===== config.mk =====
export PLATFORM = sky130hd
export DESIGN_NAME = hierarchical_edt_rate_policer_unit
export DESIGN_NICKNAME = d
export VERILOG_FILES = /design/src/hdl/hedtrp_pkg.sv /design/src/hdl/hierarchical_edt_rate_policer_unit.sv
export SDC_FILE = /design/constraint.sdc
export NUM_CORES = 2
export LEC_CHECK = 0
export ABC_CLOCK_PERIOD_IN_PS = 52100
export BUFFER_PORTS_ARGS = -buffer_cell sky130_fd_sc_hd__clkbuf_2
export CAP_MARGIN = 25
export CORE_AREA = 2 2 359 361
export DETAILED_ROUTE_END_ITERATION = 12
export DIE_AREA = 0 0 361 363
export MAX_ROUTING_LAYER = met4
export PLACE_DENSITY = 0.8
export SLEW_MARGIN = 20
export SYNTH_ARGS = -nofsm -noshare
export SYNTH_HDL_FRONTEND = slang
export SYNTH_SLANG_ARGS = --single-unit

===== constraint.sdc =====
create_clock -name clk -period 52.1 [get_ports clk]
set_input_delay 13.025 -clock clk [delete_from_list [all_inputs] [get_ports clk]]
set_output_delay 13.025 -clock clk [all_outputs]
set_load 0.005 [all_outputs]

===== src/hdl/hedtrp_pkg.sv =====
// ----------------------------------------------------------------------------
// hedtrp_pkg
// Shared types, codes and bucket arithmetic for the hierarchical edt policer.
// ----------------------------------------------------------------------------
package hedtrp_pkg;

    // field widths
    localparam int NOW_W   = 62;
    localparam int COST_W  = 30;
    localparam int LIMIT_W = 62;
    localparam int CAP_W   = 63;
    localparam int EDT_W   = 64;

    // the class that also acts as the shared bucket
    localparam int GLOBAL_CLASS = 0;

    // command codes
    localparam logic CMD_PACKET   = 1'b0;
    localparam logic CMD_SETTINGS = 1'b1;

    // verdict codes
    localparam logic [1:0] VERDICT_DROP   = 2'd0;
    localparam logic [1:0] VERDICT_PASS   = 2'd1;
    localparam logic [1:0] VERDICT_STORED = 2'd2;

    // reset values of the per-class settings
    localparam logic [COST_W-1:0] COST_RESET  = COST_W'(1000000000);
    localparam logic [CAP_W-1:0]  LIMIT_RESET = CAP_W'(64'd10000000000);
    localparam logic [CAP_W-1:0]  BURST_RESET = CAP_W'(64'd1000000000);

    typedef logic [EDT_W-1:0] edt_t;

    typedef struct packed {
        edt_t edt;
        edt_t usage;
    } bucket_res_t;

    // signed greater-than on 64-bit patterns
    function automatic logic s_gt(input edt_t a, input edt_t b);
        return $signed(a) > $signed(b);
    endfunction

    // one bucket test: resync when idle, charge unless over cap and not forced
    function automatic bucket_res_t bucket_step(input edt_t edt, input edt_t now,
                                                input edt_t cost, input edt_t cap,
                                                input logic charge_anyway);
        bucket_res_t res;
        edt_t        usage;
        edt_t        charged;
        usage   = edt - now;
        charged = usage + cost;
        if (usage[EDT_W-1])
        begin
            res.edt   = now + cost;
            res.usage = '0;
        end
        else if (!charge_anyway && s_gt(charged, cap))
        begin
            res.edt   = edt;
            res.usage = charged;
        end
        else
        begin
            res.edt   = edt + cost;
            res.usage = usage;
        end
        return res;
    endfunction

endpackage


===== src/hdl/hierarchical_edt_rate_policer_unit.sv =====
// ----------------------------------------------------------------------------
// hierarchical_edt_rate_policer_unit
// Per-class earliest-departure-time policer with borrowing from a shared bucket.
// ----------------------------------------------------------------------------
// Every accepted transaction gives exactly one result transaction. A new
// transaction is taken every cycle unless in_stall is high: it lands in an
// input register, and once the result register is free one pass of logic
// reads the class and shared bucket registers, writes their new values and
// loads the result register, which drives the output. The bucket state sits
// in flip-flops that reset sets directly, so the block is ready straight out
// of reset with no clearing pass. Back-to-back items on the same class see
// each other's updates.
module hierarchical_edt_rate_policer_unit
    import hedtrp_pkg::*;
#(
    parameter int NUM_CLASSES = 4
)
(
    input  logic               clk,
    input  logic               rst_n,
    // input channel
    input  logic               in_valid,
    output logic               in_stall,
    input  logic               cmd,
    input  logic [1:0]         class_id,
    input  logic [NOW_W-1:0]   now_ns,
    input  logic [COST_W-1:0]  cost_value,
    input  logic [LIMIT_W-1:0] limit_value,
    input  logic [LIMIT_W-1:0] burst_limit_value,
    // output channel
    output logic               out_valid,
    input  logic               out_stall,
    output logic [1:0]         verdict,
    output logic [1:0]         class_echo
);

    localparam int IDX_W = (NUM_CLASSES > 1) ? $clog2(NUM_CLASSES) : 1;
    localparam int CLS_W = 7;

    // input register
    logic               in_v_reg;
    logic               cmd_reg;
    logic [1:0]         class_reg;
    logic [NOW_W-1:0]   now_reg;
    logic [COST_W-1:0]  cost_in_reg;
    logic [LIMIT_W-1:0] limit_in_reg;
    logic [LIMIT_W-1:0] burst_in_reg;

    // result register
    logic               out_v_reg;
    logic [1:0]         verdict_reg;
    logic [1:0]         class_echo_reg;
    logic [1:0]         verdict_next;

    // bucket state
    edt_t               edt_reg   [NUM_CLASSES];
    logic [COST_W-1:0]  cost_reg  [NUM_CLASSES];
    logic [CAP_W-1:0]   limit_reg [NUM_CLASSES];
    logic [CAP_W-1:0]   burst_reg [NUM_CLASSES];
    edt_t               edt_next  [NUM_CLASSES];

    // handshake
    logic in_accept;
    logic out_free;
    logic move;
    logic in_v_next;
    logic out_v_next;

    // datapath
    logic [IDX_W-1:0] idx;
    logic             in_range;
    logic             is_global;
    edt_t             now64;
    edt_t             cost_c;
    edt_t             burst_c;
    edt_t             limit_c;
    edt_t             cost_g;
    edt_t             limit_g;
    edt_t             edt_g_in;
    bucket_res_t      class_res;
    bucket_res_t      glob_res;
    logic             drop_burst;
    logic             within_base;
    logic             refuse;
    logic             glob_touch;
    logic             do_packet;
    logic             do_settings;
    edt_t             base_val;
    edt_t             class_val;

    // pipeline control
    assign out_free  = !out_v_reg || !out_stall;
    assign move      = in_v_reg && out_free;
    assign in_stall  = in_v_reg && !out_free;
    assign in_accept = in_valid && !in_stall;

    always_comb
    begin
        in_v_next = in_v_reg;
        if (in_accept)
        begin
            in_v_next = 1'b1;
        end
        else if (move)
        begin
            in_v_next = 1'b0;
        end
    end

    always_comb
    begin
        out_v_next = out_v_reg;
        if (move)
        begin
            out_v_next = 1'b1;
        end
        else if (!out_stall)
        begin
            out_v_next = 1'b0;
        end
    end

    always_ff @(posedge clk or negedge rst_n)
    begin
        if (!rst_n)
        begin
            in_v_reg  <= 1'b0;
            out_v_reg <= 1'b0;
        end
        else
        begin
            in_v_reg  <= in_v_next;
            out_v_reg <= out_v_next;
        end
    end

    // capture the input transaction
    always_ff @(posedge clk)
    begin
        if (in_accept)
        begin
            cmd_reg      <= cmd;
            class_reg    <= class_id;
            now_reg      <= now_ns;
            cost_in_reg  <= cost_value;
            limit_in_reg <= limit_value;
            burst_in_reg <= burst_limit_value;
        end
    end

    // class selection
    assign in_range  = CLS_W'(class_reg) < CLS_W'(NUM_CLASSES);
    assign idx       = IDX_W'(class_reg);
    assign is_global = idx == IDX_W'(GLOBAL_CLASS);

    assign now64   = {{(EDT_W-NOW_W){1'b0}}, now_reg};
    assign cost_c  = {{(EDT_W-COST_W){1'b0}}, cost_reg[idx]};
    assign burst_c = {1'b0, burst_reg[idx]};
    assign limit_c = {1'b0, limit_reg[idx]};
    assign cost_g  = {{(EDT_W-COST_W){1'b0}}, cost_reg[GLOBAL_CLASS]};
    assign limit_g = {1'b0, limit_reg[GLOBAL_CLASS]};

    // class bucket against its burst limit
    assign class_res   = bucket_step(edt_reg[idx], now64, cost_c, burst_c, 1'b0);
    assign drop_burst  = s_gt(class_res.usage, burst_c);
    assign within_base = !s_gt(class_res.usage, limit_c);

    // shared bucket sees the class update when it is the same entry
    assign edt_g_in = is_global ? class_res.edt : edt_reg[GLOBAL_CLASS];
    assign glob_res = bucket_step(edt_g_in, now64, cost_g, limit_g, within_base);
    assign refuse   = s_gt(glob_res.usage, limit_g);

    assign do_packet   = move && in_range && (cmd_reg == CMD_PACKET);
    assign do_settings = move && in_range && (cmd_reg == CMD_SETTINGS);
    assign glob_touch  = !drop_burst;

    // final class edt, with refund when borrowing is refused
    assign base_val  = (is_global && glob_touch) ? glob_res.edt : class_res.edt;
    assign class_val = (glob_touch && !within_base && refuse) ? base_val - cost_c
                                                               : base_val;

    always_comb
    begin
        for (int i = 0; i < NUM_CLASSES; i++)
        begin
            edt_next[i] = edt_reg[i];
            if (do_packet && (idx == IDX_W'(i)))
            begin
                edt_next[i] = class_val;
            end
            else if (do_packet && glob_touch && (i == GLOBAL_CLASS))
            begin
                edt_next[i] = glob_res.edt;
            end
        end
    end

    // bucket and settings registers
    always_ff @(posedge clk or negedge rst_n)
    begin
        if (!rst_n)
        begin
            for (int i = 0; i < NUM_CLASSES; i++)
            begin
                edt_reg[i]   <= '0;
                cost_reg[i]  <= COST_RESET;
                limit_reg[i] <= LIMIT_RESET;
                burst_reg[i] <= BURST_RESET;
            end
        end
        else
        begin
            for (int i = 0; i < NUM_CLASSES; i++)
            begin
                edt_reg[i] <= edt_next[i];
                if (do_settings && (idx == IDX_W'(i)))
                begin
                    cost_reg[i]  <= cost_in_reg;
                    limit_reg[i] <= {1'b0, limit_in_reg};
                    burst_reg[i] <= {1'b0, burst_in_reg};
                end
            end
        end
    end

    // verdict
    always_comb
    begin
        verdict_next = VERDICT_DROP;
        if (in_range)
        begin
            if (cmd_reg == CMD_SETTINGS)
            begin
                verdict_next = VERDICT_STORED;
            end
            else if (!drop_burst && (within_base || !refuse))
            begin
                verdict_next = VERDICT_PASS;
            end
        end
    end

    // result register
    always_ff @(posedge clk)
    begin
        if (move)
        begin
            verdict_reg    <= verdict_next;
            class_echo_reg <= class_reg;
        end
    end

    assign out_valid  = out_v_reg;
    assign verdict    = verdict_reg;
    assign class_echo = class_echo_reg;

endmodule


==> impl_metrics.ini <==
[final_layout]
finalNetCount = 9310
drive_gt1_share_pct = 20.1
largest_reg_flops = 256
final_cell_area_um2 = 88800
multiInputGateArea_um2 = 50500
final_cells = 10199
area_growth_pct = 7.99
fillers = 8809
seqCellArea_um2 = 28800

[clock_network]
ctsHoldBuffers = 0
cts_setup_buffers = 0
cts_tree = done
clock_sinks = 1097
worstSkewPairLatency_ns = 0.81
cts_buffers = 108
clockBufferDepth = 3
cts.clk_slew.worst_paths_ns = 0.07
cts_resized = 0
htreeDepth = 3
root_buffer = clkbuf_16

[timing]
slew_violations = 0
rsz0062_at_grt = no
max_freq_mhz = 31.4
skew_ns = 0.0866
worst_pin_slew_ns = 1.14
final-hold-violation-count = 0
fin_setup_tns_ns = 0
relSlewSlack_pct = 22.6
setup_viol = 0
post-route-period-util_pct = 61.1
worst_hold_slack_ns = 0.501
period_needed_ns = 31.82

[hold_path]
holdPathStages = 1
min_from = limit_reg[113]
holdPathEnd = limit_reg[113]
hold_class = flop to flop

[floorplan]
num_rows = 131
dieArea_um2 = 131000
start_util_pct = 64.7
fp.dieH_um = 363
dieWidth_um = 361
io_pins = 229
core_area_um2 = 127000

[detailed_routing]
remaining_drc_errors = 0
drt-total-wl_mm = 310
wire_per_inst_um = 30.4
dr.pass1.iters = 8
vias = 72737
vias_per_cell = 7.13
ant_nets = 0
drt-initial-drc-count = 11077

[worst_setup_path]
rr_worst_depth = 114
arrival_ns = 32.53
crit_buf_inv = 7
start_kind = flop
regToRegSetupSlack_ns = 20.28
cp-end-kind = flop
required_ns = 52.81
r2r_start = class_reg[0]
slowest_stage = buf_4
crit_top_cell = o21ai_0
worstPathMaxFanout = 42
path_delay_family = simple AND/OR/NAND/NOR gates
path_class = flop to flop
r2r-end = edt_reg[117]
max_stage_delay_ns = 0.85

[yosys]
synthMuxAreaShare_pct = 16.8
synth-seq-cells = 1097
syn_avg_cell_area_um2 = 9.82
netlist_area_um2 = 82200
ys_types = 113
netlist_instances = 8368
synth_edf_count = 223
synth_top_family_by_area = multiplexers
yosys.area_share.simple_pct = 13.7
synth_flop_cell = dfrtp_1
yosys_warnings = 0
synth_compound_area_share_pct = 15.1
synth-seq-area-share_pct = 35.0
synth_fa_ha_area_share_pct = 10.1
synth_xor_area_share_pct = 5.60
async_flop_share_pct = 79.7
synth_nets = 9247

[grt]
grt_max_degree = 196
antenna_found_initial = 12
grt_pass1_wl_mm = 458
gr-max-usage-layer = met2
grt_util_all_layers_pct = 47.9
use_met1_pct = 63.7
met3_usage_pct = 12.3
grt_overflow = 0
use_met2_pct = 69.0
grt_pass1_vias = 70700

[run_status]
status = complete, no violations

[placement]
place_inst = 9976
dpl.hpwl_mm = 222
gp_congestion = 1.06
placed_cell_area_um2 = 84900
io_buffer_count = 228

[flow_run]
max_cap_viol_count = 0
synth_stat cells (all sizes together), types with 101 or more instances:
library cell	count	area (um^2)
nand3	158	791
edfxtp	223	6700
xnor2	342	3000
nand2	705	2650
a21o	242	1820
ha	647	8100
mux4	217	4890
nor2	620	2330
dfstp	148	3890
dfrtp	726	18200
nor3	122	616
nand4	158	1000
clkbuf	262	983
buf	110	478
inv	422	1580
nand2b	101	632
a21oi	671	3400
o21ai	398	1990
xor2	183	1600
mux2	731	8240
worst max-delay path by stage:
| stage | start | endpoint | slack [ns] | cells past startpoint |
|---|---|---|---|---|
| after detailed placement | class_reg[0] | edt_reg[247] | 21.21 | 114 |
| after floorplan | class_reg[0] | edt_reg[247] | 25.61 | 127 |
| after global routing | class_reg[0] | edt_reg[249] | 18.29 | 114 |
| after global placement | class_reg[0] | edt_reg[247] | 22.05 | 114 |
| after CTS | class_reg[0] | edt_reg[247] | 21.05 | 114 |
| final | class_reg[0] | edt_reg[117] | 20.28 | 114 |
metrics by stage:
stage	util, %	setup slack [ns]
after CTS	69.8	21.05
after global routing	69.9	18.29
final	69.9	20.28
after floorplan	-	25.61
after global placement	66.8	22.05
after detailed placement	66.8	21.21
logic make-up after synthesis:
logic type	count (synthesis)
buffers and inverters	794
AO/OA/AOI/OAI	1944
multiplexers	1020
AND/OR/NAND/NOR	2332
XOR/XNOR	525
adder cells (fa/ha/maj)	656
flip-flops	1097
layout by cell type, fill, tap and decap left out, drive strengths merged, types with 61 or more instances in the layout:
cell type	count
o211ai	68
dfstp	148
a21o	242
mux2	731
nand2b	101
ha	647
dfrtp	726
nor2	620
buf	95
nand4	158
a211oi	88
edfxtp	223
inv	430
and3	75
o21a	70
a21oi	671
xnor2	342
nor3	122
mux2i	72
mux4	217
nor2b	89
nand2	705
nor4	61
xor2	183
o21ai	398
nand3	158
clkbuf	383
cell type report:
cell class              instances  area share, %
multi-input cells            6477           56.9
flip-flops and latches       1097           32.4
clock buffers                 153           3.54
well taps                    1662           2.34
repair buffers                325           2.27
inverters                     422           1.78
clock inverters                52          0.703
diodes                         11         0.0310
layer usage:
metal  vias up  part of all wire (%)
met5         -                     0
met4         0                   5.8
met3      1064                    12
met2      5238                    43
met1     35578                    39
li1      30857                     -
Power is left out: the tool's default activity adds up to more than one toggle a clock period on the data nets, which glitch-free logic cannot reach.
